--- src/design/encoder_wrap_position_velocity_assert.svh ---
// Assertion helpers for the encoder position and velocity block.
`ifndef ENCODER_WRAP_POSITION_VELOCITY_ASSERT_SVH
`define ENCODER_WRAP_POSITION_VELOCITY_ASSERT_SVH

// same-cycle implication
`define ENCWPV_ASSERT_IMPL(lbl, ck, rs, ante, cons) \
  lbl: assert property (@(posedge ck) disable iff (rs) (ante) |-> (cons)) \
    else $error("encwpv: check failed");

// next-cycle implication
`define ENCWPV_ASSERT_NEXT(lbl, ck, rs, ante, cons) \
  lbl: assert property (@(posedge ck) disable iff (rs) (ante) |=> (cons)) \
    else $error("encwpv: check failed");

`endif

--- src/design/encwpv_pkg.sv ---
`default_nettype none
package encwpv_pkg;

  localparam int ENCODER_BITS = 17;
  localparam int ENC_SHIFT    = 32 - ENCODER_BITS;

  localparam int FRAME_BITS   = 8;
  localparam int RAW_BITS     = 32;
  localparam int TIME_BITS    = 16;
  localparam int CALIB_BITS   = 17;
  localparam int PERIOD_BITS  = 16;
  localparam int GAIN_BITS    = 32;
  localparam int POS_BITS     = 48;
  localparam int DELTA_BITS   = 32;
  localparam int ELAPSED_BITS = 24;
  localparam int VEL_BITS     = 48;
  localparam int PROD_BITS    = 64;
  localparam int DIVISOR_BITS = ELAPSED_BITS - 1;
  localparam int CNT_BITS     = 6;

  localparam int IN_DATA_BITS  = FRAME_BITS + RAW_BITS + TIME_BITS;
  localparam int OUT_DATA_BITS = POS_BITS + DELTA_BITS + ELAPSED_BITS + VEL_BITS;

  localparam int CFG_INDEX_BITS = 2;
  localparam int CFG_DATA_BITS  = 32;

  localparam logic [CFG_INDEX_BITS-1:0] REG_WRAP_MODE   = 2'd0;
  localparam logic [CFG_INDEX_BITS-1:0] REG_CALIB       = 2'd1;
  localparam logic [CFG_INDEX_BITS-1:0] REG_LOOP_PERIOD = 2'd2;
  localparam logic [CFG_INDEX_BITS-1:0] REG_GAIN        = 2'd3;

  localparam logic [PERIOD_BITS-1:0] LOOP_PERIOD_RST = 16'd1000;
  localparam logic [GAIN_BITS-1:0]   GAIN_RST        = 32'h0001_0000;

  typedef struct packed {
    logic                    start;
    logic [PROD_BITS-1:0]    dividend;
    logic [DIVISOR_BITS-1:0] divisor;
  } div_req_t;

  typedef struct packed {
    logic                 busy;
    logic                 done;
    logic                 neg;
    logic [PROD_BITS-1:0] quotient;
  } div_rsp_t;

  // sign-extend the low ENCODER_BITS bits of a 32-bit difference
  function automatic logic [RAW_BITS-1:0] fold_enc(input logic [RAW_BITS-1:0] d);
    logic signed [RAW_BITS-1:0] sh;
    sh = $signed(d << ENC_SHIFT);
    return RAW_BITS'(sh >>> ENC_SHIFT);
  endfunction

endpackage
`default_nettype wire

--- src/design/encwpv_div.sv ---
`default_nettype none
`include "encoder_wrap_position_velocity_assert.svh"
// Restoring divider, one quotient bit per cycle, sign-magnitude.
module encwpv_div (
  input  wire                  clk,
  input  wire                  rst,
  input  encwpv_pkg::div_req_t req,
  output encwpv_pkg::div_rsp_t rsp
);

  logic                                busy;
  logic                                done;
  logic                                neg;
  logic [encwpv_pkg::PROD_BITS-1:0]    quo;
  logic [encwpv_pkg::DIVISOR_BITS-1:0] rem;
  logic [encwpv_pkg::CNT_BITS-1:0]     count;

  logic [encwpv_pkg::DIVISOR_BITS:0]   trial;
  logic [encwpv_pkg::DIVISOR_BITS+1:0] diff;
  logic                                fits;

  assign trial = {rem, quo[encwpv_pkg::PROD_BITS-1]};
  assign diff  = {1'b0, trial} - {2'b00, req.divisor};
  assign fits  = !diff[encwpv_pkg::DIVISOR_BITS+1];

  always_ff @(posedge clk) begin
    if (rst) begin
      busy <= 1'b0;
      done <= 1'b0;
    end else if (req.start) begin
      busy <= 1'b1;
      done <= 1'b0;
    end else if (busy && count == '0) begin
      busy <= 1'b0;
      done <= 1'b1;
    end else begin
      done <= 1'b0;
    end
  end

  always_ff @(posedge clk) begin
    if (req.start) begin
      neg   <= req.dividend[encwpv_pkg::PROD_BITS-1];
      quo   <= req.dividend[encwpv_pkg::PROD_BITS-1] ? (~req.dividend + 1'b1) : req.dividend;
      rem   <= '0;
      count <= '1;
    end else if (busy) begin
      quo   <= {quo[encwpv_pkg::PROD_BITS-2:0], fits};
      rem   <= fits ? diff[encwpv_pkg::DIVISOR_BITS-1:0] : trial[encwpv_pkg::DIVISOR_BITS-1:0];
      count <= count - 1'b1;
    end
  end

  assign rsp.busy     = busy;
  assign rsp.done     = done;
  assign rsp.neg      = neg;
  assign rsp.quotient = quo;

  `ENCWPV_ASSERT_IMPL(a_start_when_free, clk, rst, req.start, !busy)
  `ENCWPV_ASSERT_IMPL(a_done_not_busy, clk, rst, done, !busy)
  `ENCWPV_ASSERT_NEXT(a_last_step_done, clk, rst, busy && count == '0 && !req.start, done)

endmodule
`default_nettype wire

--- src/design/encoder_wrap_position_velocity.sv ---
// Encoder position and velocity estimator. One sensor sample per input transfer
// (frame counter, raw encoder count, timer timestamp). The first sample after
// reset primes the position and gives no result; a sample with an unchanged
// frame counter gives none either. Other samples give one result: position,
// encoder delta, elapsed timer ticks and the Q32.16 velocity from a single
// bit-serial divider (64 steps). An item with a result is decoded, multiplied,
// starts the divider, runs through it, sees it finish and loads the output
// register before the next sample transfers; a sample with no result returns
// to idle after decoding, and one with a non-positive elapsed time skips the
// divider and gives zero velocity with m_tuser set. The result waits in an
// output register so the next sample is taken while it is held; the last step
// stalls only while the previous result has not been taken. Configuration
// writes are taken at any time, intended for idle.
`default_nettype none
`include "encoder_wrap_position_velocity_assert.svh"
module encoder_wrap_position_velocity (
  input  wire                                    clk,
  input  wire                                    rst,
  input  wire                                    s_tvalid,
  output logic                                   s_tready,
  // frame_count, encoder_raw, sample_time
  input  wire [encwpv_pkg::IN_DATA_BITS-1:0]     s_tdata,
  output logic                                   m_tvalid,
  input  wire                                    m_tready,
  // position_ticks, delta_ticks, elapsed_ticks, velocity
  output logic [encwpv_pkg::OUT_DATA_BITS-1:0]   m_tdata,
  // bad_time
  output logic                                   m_tuser,
  input  wire                                    cfg_valid,
  output logic                                   cfg_ready,
  input  wire [encwpv_pkg::CFG_INDEX_BITS-1:0]   cfg_index,
  input  wire [encwpv_pkg::CFG_DATA_BITS-1:0]    cfg_data
);

  typedef enum logic [5:0] {
    S_IDLE  = 6'b000001,
    S_PREP  = 6'b000010,
    S_MUL   = 6'b000100,
    S_START = 6'b001000,
    S_DIV   = 6'b010000,
    S_OUT   = 6'b100000
  } state_t;

  state_t state, state_next;

  logic                                 wrap_mode;
  logic [encwpv_pkg::CALIB_BITS-1:0]    calib_offset;
  logic [encwpv_pkg::PERIOD_BITS-1:0]   loop_period_ticks;
  logic [encwpv_pkg::GAIN_BITS-1:0]     velocity_gain;

  logic                                 primed;
  logic [encwpv_pkg::FRAME_BITS-1:0]    last_frame;
  logic [encwpv_pkg::RAW_BITS-1:0]      last_encoder;
  logic [encwpv_pkg::TIME_BITS-1:0]     last_time;
  logic [encwpv_pkg::POS_BITS-1:0]      position_acc;

  logic [encwpv_pkg::FRAME_BITS-1:0]    in_frame;
  logic [encwpv_pkg::RAW_BITS-1:0]      in_raw;
  logic [encwpv_pkg::TIME_BITS-1:0]     in_time;

  logic [encwpv_pkg::DELTA_BITS-1:0]    delta;
  logic [encwpv_pkg::ELAPSED_BITS-1:0]  elapsed;
  logic                                 bad;
  logic [encwpv_pkg::PROD_BITS-1:0]     prod;

  logic                                 in_xfer;
  logic [encwpv_pkg::FRAME_BITS-1:0]    fdelta;
  logic [encwpv_pkg::ELAPSED_BITS-1:0]  frame_ticks;
  logic [encwpv_pkg::TIME_BITS-1:0]     tdiff;
  logic signed [encwpv_pkg::ELAPSED_BITS+1:0] elapsed_sum;
  logic [encwpv_pkg::ELAPSED_BITS-1:0]  elapsed_next;
  logic [encwpv_pkg::RAW_BITS-1:0]      raw_diff;
  logic [encwpv_pkg::RAW_BITS-1:0]      prime_diff;
  logic [encwpv_pkg::RAW_BITS-1:0]      prime_fold;
  logic [encwpv_pkg::DELTA_BITS-1:0]    delta_next;
  logic [encwpv_pkg::VEL_BITS-1:0]      vel_sat;
  logic                                 q_over_pos;
  logic                                 q_over_neg;

  encwpv_pkg::div_req_t div_req;
  encwpv_pkg::div_rsp_t div_rsp;

  assign cfg_ready = 1'b1;
  assign s_tready  = (state == S_IDLE);
  assign in_xfer   = s_tvalid && s_tready;

  always_ff @(posedge clk) begin
    if (rst) begin
      wrap_mode         <= 1'b1;
      calib_offset      <= '0;
      loop_period_ticks <= encwpv_pkg::LOOP_PERIOD_RST;
      velocity_gain     <= encwpv_pkg::GAIN_RST;
    end else if (cfg_valid && cfg_ready) begin
      case (cfg_index)
        encwpv_pkg::REG_WRAP_MODE:   wrap_mode         <= cfg_data[0];
        encwpv_pkg::REG_CALIB:       calib_offset      <= cfg_data[encwpv_pkg::CALIB_BITS-1:0];
        encwpv_pkg::REG_LOOP_PERIOD: loop_period_ticks <= cfg_data[encwpv_pkg::PERIOD_BITS-1:0];
        encwpv_pkg::REG_GAIN:        velocity_gain     <= cfg_data[encwpv_pkg::GAIN_BITS-1:0];
        default: ;
      endcase
    end
  end

  // front-end arithmetic
  assign fdelta      = in_frame - last_frame;
  assign frame_ticks = encwpv_pkg::ELAPSED_BITS'(fdelta * loop_period_ticks);
  assign tdiff       = in_time - last_time;
  assign elapsed_sum = $signed({2'b00, frame_ticks})
                     + $signed({{(encwpv_pkg::ELAPSED_BITS+2-encwpv_pkg::TIME_BITS)
                                  {tdiff[encwpv_pkg::TIME_BITS-1]}}, tdiff});

  always_comb begin
    if (elapsed_sum > $signed({3'b000, {(encwpv_pkg::ELAPSED_BITS-1){1'b1}}})) begin
      elapsed_next = {1'b0, {(encwpv_pkg::ELAPSED_BITS-1){1'b1}}};
    end else if (elapsed_sum < $signed({3'b111, {(encwpv_pkg::ELAPSED_BITS-1){1'b0}}})) begin
      elapsed_next = {1'b1, {(encwpv_pkg::ELAPSED_BITS-1){1'b0}}};
    end else begin
      elapsed_next = elapsed_sum[encwpv_pkg::ELAPSED_BITS-1:0];
    end
  end

  assign raw_diff   = in_raw - last_encoder;
  assign prime_diff = in_raw - {{(encwpv_pkg::RAW_BITS-encwpv_pkg::CALIB_BITS){1'b0}},
                                calib_offset};
  assign prime_fold = encwpv_pkg::fold_enc(prime_diff);
  assign delta_next = wrap_mode ? encwpv_pkg::fold_enc(raw_diff) : raw_diff;

  always_comb begin
    state_next = state;
    case (state)
      S_IDLE:  if (in_xfer) state_next = S_PREP;
      S_PREP: begin
        if (!primed || in_frame == last_frame) state_next = S_IDLE;
        else state_next = S_MUL;
      end
      S_MUL:   state_next = bad ? S_OUT : S_START;
      S_START: state_next = S_DIV;
      S_DIV:   if (div_rsp.done) state_next = S_OUT;
      S_OUT:   if (!m_tvalid || m_tready) state_next = S_IDLE;
      default: state_next = S_IDLE;
    endcase
  end

  always_ff @(posedge clk) begin
    if (rst) begin
      state        <= S_IDLE;
      primed       <= 1'b0;
      last_frame   <= '0;
      last_encoder <= '0;
      last_time    <= '0;
      position_acc <= '0;
    end else begin
      state <= state_next;
      if (state == S_PREP) begin
        if (!primed) begin
          primed       <= 1'b1;
          position_acc <= {{(encwpv_pkg::POS_BITS-encwpv_pkg::RAW_BITS)
                            {prime_fold[encwpv_pkg::RAW_BITS-1]}}, prime_fold};
          last_frame   <= in_frame;
          last_encoder <= in_raw;
          last_time    <= in_time;
        end else if (in_frame != last_frame) begin
          position_acc <= position_acc
                        + {{(encwpv_pkg::POS_BITS-encwpv_pkg::DELTA_BITS)
                            {delta_next[encwpv_pkg::DELTA_BITS-1]}}, delta_next};
          last_frame   <= in_frame;
          last_encoder <= in_raw;
          last_time    <= in_time;
        end
      end
    end
  end

  always_ff @(posedge clk) begin
    if (in_xfer) begin
      in_frame <= s_tdata[encwpv_pkg::FRAME_BITS-1:0];
      in_raw   <= s_tdata[encwpv_pkg::FRAME_BITS +: encwpv_pkg::RAW_BITS];
      in_time  <= s_tdata[encwpv_pkg::FRAME_BITS+encwpv_pkg::RAW_BITS +: encwpv_pkg::TIME_BITS];
    end
    if (state == S_PREP) begin
      delta   <= delta_next;
      elapsed <= elapsed_next;
      bad     <= elapsed_next[encwpv_pkg::ELAPSED_BITS-1] || elapsed_next == '0;
    end
    if (state == S_MUL) begin
      prod <= $signed(delta) * $signed(velocity_gain);
    end
  end

  assign div_req.start    = (state == S_START);
  assign div_req.dividend = prod;
  assign div_req.divisor  = elapsed[encwpv_pkg::DIVISOR_BITS-1:0];

  encwpv_div u_div (
    .clk (clk),
    .rst (rst),
    .req (div_req),
    .rsp (div_rsp)
  );

  // saturate the quotient magnitude to 48-bit signed
  assign q_over_pos = |div_rsp.quotient[encwpv_pkg::PROD_BITS-1:encwpv_pkg::VEL_BITS-1];
  assign q_over_neg = (|div_rsp.quotient[encwpv_pkg::PROD_BITS-1:encwpv_pkg::VEL_BITS])
                   || (div_rsp.quotient[encwpv_pkg::VEL_BITS-1]
                       && |div_rsp.quotient[encwpv_pkg::VEL_BITS-2:0]);

  always_comb begin
    if (bad) begin
      vel_sat = '0;
    end else if (div_rsp.neg) begin
      if (q_over_neg) vel_sat = {1'b1, {(encwpv_pkg::VEL_BITS-1){1'b0}}};
      else vel_sat = ~div_rsp.quotient[encwpv_pkg::VEL_BITS-1:0] + 1'b1;
    end else begin
      if (q_over_pos) vel_sat = {1'b0, {(encwpv_pkg::VEL_BITS-1){1'b1}}};
      else vel_sat = div_rsp.quotient[encwpv_pkg::VEL_BITS-1:0];
    end
  end

  always_ff @(posedge clk) begin
    if (rst) begin
      m_tvalid <= 1'b0;
    end else if (state == S_OUT && (!m_tvalid || m_tready)) begin
      m_tvalid <= 1'b1;
    end else if (m_tready) begin
      m_tvalid <= 1'b0;
    end
  end

  always_ff @(posedge clk) begin
    if (state == S_OUT && (!m_tvalid || m_tready)) begin
      m_tdata <= {vel_sat, elapsed, delta, position_acc};
      m_tuser <= bad;
    end
  end

  `ENCWPV_ASSERT_NEXT(a_xfer_to_prep, clk, rst, in_xfer, state == S_PREP)
  `ENCWPV_ASSERT_IMPL(a_div_only_in_div, clk, rst, div_rsp.busy,
                      state == S_DIV)
  `ENCWPV_ASSERT_IMPL(a_bad_zero_vel, clk, rst, m_tvalid && m_tuser,
                      m_tdata[encwpv_pkg::OUT_DATA_BITS-1 -: encwpv_pkg::VEL_BITS] == '0)

endmodule
`default_nettype wire
--- config.mk ---
export PLATFORM = sky130hd
export DESIGN_NAME = encoder_wrap_position_velocity
export DESIGN_NICKNAME = d
export VERILOG_FILES = /design/src/design/encwpv_pkg.sv /design/src/design/encwpv_div.sv /design/src/design/encoder_wrap_position_velocity.sv
export VERILOG_INCLUDE_DIRS = /design/src /design/src/design
export SDC_FILE = /design/constraint.sdc
export NUM_CORES = 2
export LEC_CHECK = 0
export BUFFER_PORTS_ARGS = -buffer_cell sky130_fd_sc_hd__buf_4
export CORE_MARGIN = 1
export CORE_UTILIZATION = 58
export CTS_BUF_LIST = sky130_fd_sc_hd__clkbuf_16
export DETAILED_ROUTE_END_ITERATION = 8
export GPL_ROUTABILITY_DRIVEN = 0
export MAX_ROUTING_LAYER = met4
export PLACE_DENSITY = 0.75
export SYNTH_ARGS = -nofsm -noshare
export SYNTH_HDL_FRONTEND = slang
export SYNTH_SLANG_ARGS = --single-unit
export TNS_END_PERCENT = 50
--- constraint.sdc ---
create_clock -name clk -period 11.5 [get_ports clk]
set_input_delay 2.3 -clock clk [delete_from_list [all_inputs] [get_ports clk]]
set_output_delay 2.3 -clock clk [all_outputs]
set_load 0.01 [all_outputs]
### Word level (Yosys, flattened, before mapping)

Cells that the tools add are included.

* register bits after elaboration: 604
* bits of input ports: 95
* word-level logic and storage cells: 114

* add/subtract/negate cells: 10
* multiply operators: 2
* $lt $le $gt $ge: 2
* equality and inequality tests: 15
* muxes and demuxes: 29
* bitwise gates (word level): 2
* reductions and logical operators: 27

Operator list (count)
* 2-to-1 mux 48 bit: 5
* 2-to-1 mux 64 bit: 3
* 2-to-1 mux 32 bit: 3
* adder 64 x 1 -> 64 bit (second input constant): 1
* multiplier 32 x 32 -> 64 bit: 1
* inverter 64 bit: 1
* adder 48 x 1 -> 48 bit (second input constant): 1
* adder 48 bit: 1
* 2-to-1 mux 24 bit: 2
* inverter 48 bit: 1
* OR reduction 47 bit: 1
* case mux 6 bit (6 select lines): 1
* 2-to-1 mux 16 bit: 2
* subtractor 32 bit: 1
* adder 25 x 16 -> 26 bit: 1
* > comparator 26 x 24 -> 1 bit (second input constant): 1
* < comparator 26 x 24 -> 1 bit (second input constant): 1
* subtractor 24 x 23 -> 25 bit: 1
* logical NOT 24 bit: 1
* multiplier 8 x 16 -> 24 bit: 1
* 2-to-1 mux 6 bit: 4
* 2-to-1 mux 23 bit: 1
* OR reduction 17 bit: 1
* subtractor 17 bit: 1
* other kinds (28): 50

### Longest topological paths before layout

* word-level depth: 8
* gate-level depth with buffers: 41
* mapped depth without buffers: 39

### Cells and area by module

Synthesis repeated with hierarchy kept, for this count alone.

* cells, all modules: 7851
* area total of the unflattened synthesis: 72773.5 µm²

By module, submodules not included
* encoder_wrap_position_velocity: times used 1, cells each 7071, area an instance 65891.9 µm²
* encwpv_div: times used 1, cells each 780, area an instance 6881.6 µm²

### Worst setup path before layout

Ideal clock, no wire load.

* path type: input to register
* start: in m_tready
* end: reg m_tdata[0] in the netlist's numbering (enable)
* data arrival time: 9.169 ns
* setup slack: 1.647 ns
* stages: 2
* buffers on the path: 0
* path through: nand2b_1 nor2b_1

* longest elaborated chain between the ends: 2

Ends and longest elaborated chain
* start: declaration: RTL line encoder_wrap_position_velocity.sv:24 `input wire m_tready,`
* logical OR 1 bit: RTL line encoder_wrap_position_velocity.sv:230 `if (state == S_OUT && (!m_tvalid || m_tready)) begin`
* logical AND 1 bit: RTL line encoder_wrap_position_velocity.sv:230
* end signal: assignment: RTL line encoder_wrap_position_velocity.sv:231 `m_tdata <= {vel_sat, elapsed, delta, position_acc};`
* end: declaration: RTL line encoder_wrap_position_velocity.sv:26 `output logic [encwpv_pkg::OUT_DATA_BITS-1:0] m_tdata,`

Every way passes these cells.
A chain may end at the register's enable or synchronous reset.

### Worst setup path in the final report

* start: reg in_frame[1] in the netlist's numbering
* end: reg elapsed[18] in the netlist's numbering, data pin

* longest elaborated chain between the ends: 6

Ends and longest elaborated chain
* start: declaration: RTL line encoder_wrap_position_velocity.sv:57 `logic [encwpv_pkg::FRAME_BITS-1:0] in_frame;`
* start signal: assignment: RTL line encoder_wrap_position_velocity.sv:176 `in_frame <= s_tdata[encwpv_pkg::FRAME_BITS-1:0];`
* subtractor 8 bit (*): RTL line encoder_wrap_position_velocity.sv:105 `assign fdelta = in_frame - last_frame;`
* multiplier 8 x 16 -> 24 bit (*): RTL line encoder_wrap_position_velocity.sv:106 `assign frame_ticks = encwpv_pkg::ELAPSED_BITS'(fdelta * loop_period_ticks);`
* adder 25 x 16 -> 26 bit (*): RTL line encoder_wrap_position_velocity.sv:109 `+ $signed({{(encwpv_pkg::ELAPSED_BITS+2-encwpv_pkg::TIME_BITS)`
* < comparator 26 x 24 -> 1 bit: RTL line encoder_wrap_position_velocity.sv:115 `end else if (elapsed_sum < $signed({3'b111, {(encwpv_pkg::ELAPSED_BITS-1){1'b0}}})) begin`
* 2-to-1 mux 24 bit: RTL line encoder_wrap_position_velocity.sv:115
* 2-to-1 mux 24 bit (*): RTL line encoder_wrap_position_velocity.sv:113 `if (elapsed_sum > $signed({3'b000, {(encwpv_pkg::ELAPSED_BITS-1){1'b1}}})) begin`
* named net elapsed_next (one bit): RTL line encoder_wrap_position_velocity.sv:71 `logic [encwpv_pkg::ELAPSED_BITS-1:0] elapsed_next;`
* end signal: assignment: RTL line encoder_wrap_position_velocity.sv:182 `elapsed <= elapsed_next;`
* end: declaration: RTL line encoder_wrap_position_velocity.sv:62 `logic [encwpv_pkg::ELAPSED_BITS-1:0] elapsed;`

Mark *: on every way through the listed nets, which the timed path passes. The rest lies on a longest branch.

==> flow_summary.ini <==
[setup_path]
crit_type = reg2reg
r2r_cells = 34
rr_endpoint = elapsed[18]$_DFFE_PP_
cp_max_fo = 23
crit_arrival_ns = 10.18
worst_ep_required_time_ns = 11.87
rrSetupSlack_ns = 1.69
end_kind = flop
path_buf_inv = 4
slowest_delay_ns = 0.88
crit_family = compound AO/OA/AOI/OAI gates
slowest_stage = xor2_1
rr_startpoint = in_frame[1]$_DFFE_PP_
startpoint_type = flop

[synthesis]
synthesis.nets = 9339
syn_area_sq_um = 71500
synthTopCellsByArea = fa_1, edfxtp_1, inv_1
yosysTopAreaCell = fa_1
synth_edf_count = 395
synth_top_area_frac = 0.328
synth.avg_cell_area_sq_um = 9.32
synth_cell_types = 81
ys_seq_elements = 604
async_flop_share = 0
synth_cells = 7675
yosysWarnings = 0
synth_ff_type = edfxtp_1
yosysSeqAreaShare = 0.224

[global_routing]
grt_pass1_vias = 56900
grt_pass1_wl_um = 310000
grt_max_degree = 158
globalRoute.totalOverflow = 0
track_usage = 0.327
antenna_found_initial = 4

[routing]
wl_per_cell_um = 20.5
first_pass_iters = 6
antenna_left = 0
avgViaCountPerCell = 5.78
first_iter_violations = 4744
wirelength_um = 194000
drcViolationCount = 0
via_count = 54500

[floorplan]
rows = 128
io_pins = 251
core_area_sq_um = 122000
die-height_um = 353
dieArea_sq_um = 125000
start_util = 0.586
die_w_um = 353

[final_layout]
stdcell_count = 9422
fin_nets = 9399
final_cell_mix = inv_1, nand2_1, fa_1
synthToLayoutAreaGrowth_pct = 8.05
drive_gt1_frac = 0.0652
mostFrequentLayoutCell = inv_1

[status]
status = finished, final reports clean

[sta]
setup_viol = 0
worst_pin_slew_ns = 1.29
maxSlewViolCount = 0
max-slew-margin-rel = 0.141
finalHoldViolCount = 0
fin_skew_ns = 0.0497
max_freq_mhz = 102
finalCriticalPeriod_ns = 9.81
fin_setup_tns_ns = 0
rsz0062_at_grt = no
period_share = 0.853

[clock_tree]
postCtsSetupRepairBufs = 0
clk_path_buf_depth = 3
ctsHoldBuffers = 0
cts.clk_slew.worst_paths_ns = 0.06
htreeDepth = 3
numCtsBuffers = 71
cts-root-buf = clkbuf_16
cts_resized = 0
cts_tree = yes
clock_latency_ns = 0.71
clock-sinks = 604

[min_path]
hp-start = position_acc[47]$_SDFFE_PP0P_
hold_depth = 0
hold_class = reg2reg
min_to = m_tdata[47]$_DFFE_PP_

[power]
switching_share = 0.487
switchingPower_w = 0.00889
p_leak_nw = 33.7
comb_power_share = 0.707
vdd_ir_drop_max_uv = 820
p_clk_frac = 0.129
powerDensity_nw_per_um2 = 236
internal-power_w = 0.00935
power_frac_seq = 0.163

[placement]
portBuffers = 249
hpwl_um = 145000
dpl.cell_count = 9287

[flow_run]
max_cap_violations = 0
[final cells by class]
cell class,instances,area (sq um)
antenna,6,15.0
clock buffer,74,1850
clock inverter,55,577
fill,9909,44700
inverter,1372,5150
multi-input combinational,5345,49000
sequential,604,16100
tap,1625,2030
timing repair buffer,341,2570
[cell families (layout without fill, tap and decap cells)]
| group | after synthesis | count (layout) | synth area share |
|---|---|---|---|
| fa+ha+maj | 1569 | 1569 | 0.397 |
| buf+inv | 1726 | 1842 | 0.0907 |
| xor+xnor | 287 | 287 | 0.0353 |
| mux | 26 | 26 | 0.00367 |
| flops | 604 | 604 | 0.224 |
| simple gates | 2302 | 2302 | 0.151 |
| other cells | 1 | 7 | 0.0000524 |
| compound gates | 1160 | 1160 | 0.0977 |
[worst reg2reg max path: cells and delay by family, from the launching register on]
| kind | cells | cell delay, ns |
|---|---|---|
| compound gates | 15 | 3.45 |
| xor+xnor | 2 | 0.97 |
| fa+ha+maj | 7 | 2.99 |
| buf+inv | 4 | 0.30 |
| flops | 1 | 0.44 |
| simple gates | 6 | 1.32 |
[how the worst max path moves through the flow]
stage,startpoint,to,depth (start not counted),slack [ns]
after floorplan,m_tready,m_tdata[0]$_DFFE_PP_,2,1.65
after global placement,in_frame[1]$_DFFE_PP_,elapsed[1]$_DFFE_PP_,34,2.08
after detailed placement,in_frame[1]$_DFFE_PP_,elapsed[18]$_DFFE_PP_,34,1.92
after CTS,in_frame[1]$_DFFE_PP_,elapsed[18]$_DFFE_PP_,34,1.84
after global routing,in_frame[1]$_DFFE_PP_,elapsed[5]$_DFFE_PP_,34,1.01
final,in_frame[1]$_DFFE_PP_,elapsed[18]$_DFFE_PP_,34,1.69
[stage by stage]
step,util,area [sq um],worst slack [ns],power (W),hold WS [ns]
after floorplan,-,71500,1.65,0.0125,0.400
after global placement,0.613,74900,2.08,0.0154,0.433
after detailed placement,0.613,74900,1.92,0.0156,0.416
after CTS,0.633,77300,1.84,0.0180,0.442
after global routing,0.633,77300,1.01,0.0199,0.448
final,0.633,77300,1.69,0.0182,0.443
[registers in the layout (all words and copies together) (netlist names), 6 cells and up]
signal and flops:
last_frame 8, delta 32, calib_offset 17, in_frame 8, position_acc 48, prod 64
loop_period_ticks 16, u_div.quo 64, u_div.rem 23, m_tdata 152, velocity_gain 32, elapsed 24
u_div.count 6, in_raw 32, last_time 16, state 6, last_encoder 32, in_time 16
[synth_stat cells (37+ instances only)]
master and instances:
nand2b_1 76, nand2_1 1211, nand3_1 58, xor2_1 142, edfxtp_1 395, a21oi_1 420
o21ai_0 308, or3_1 37, nor3_1 96, clkbuf_1 341, xnor2_1 144, and2_1 391
ha_1 396, a31oi_1 37, inv_1 1371, nor2_1 226, a21o_1 113, dfxtp_1 209
fa_1 1173
[power groups by stage]
| stage | clock network, W | logic, W | registers [W] |
|---|---|---|---|
| after CTS | 0.00240 | 0.0127 | 0.00298 |
| after global placement | 0 | 0.0123 | 0.00302 |
| after global routing | 0.00247 | 0.0144 | 0.00299 |
| after detailed placement | 0 | 0.0126 | 0.00302 |
| after floorplan | 0 | 0.00953 | 0.00293 |
| final | 0.00236 | 0.0129 | 0.00298 |
[per-layer routing]
metal / part of all wire / GRT usage
met2: 0.45 / 0.493
met4: 0.036 / 0.110
met1: 0.40 / 0.424
met5: 0 / -
met3: 0.12 / 0.0935
Note: power is estimated with default switching activity, not from simulation.
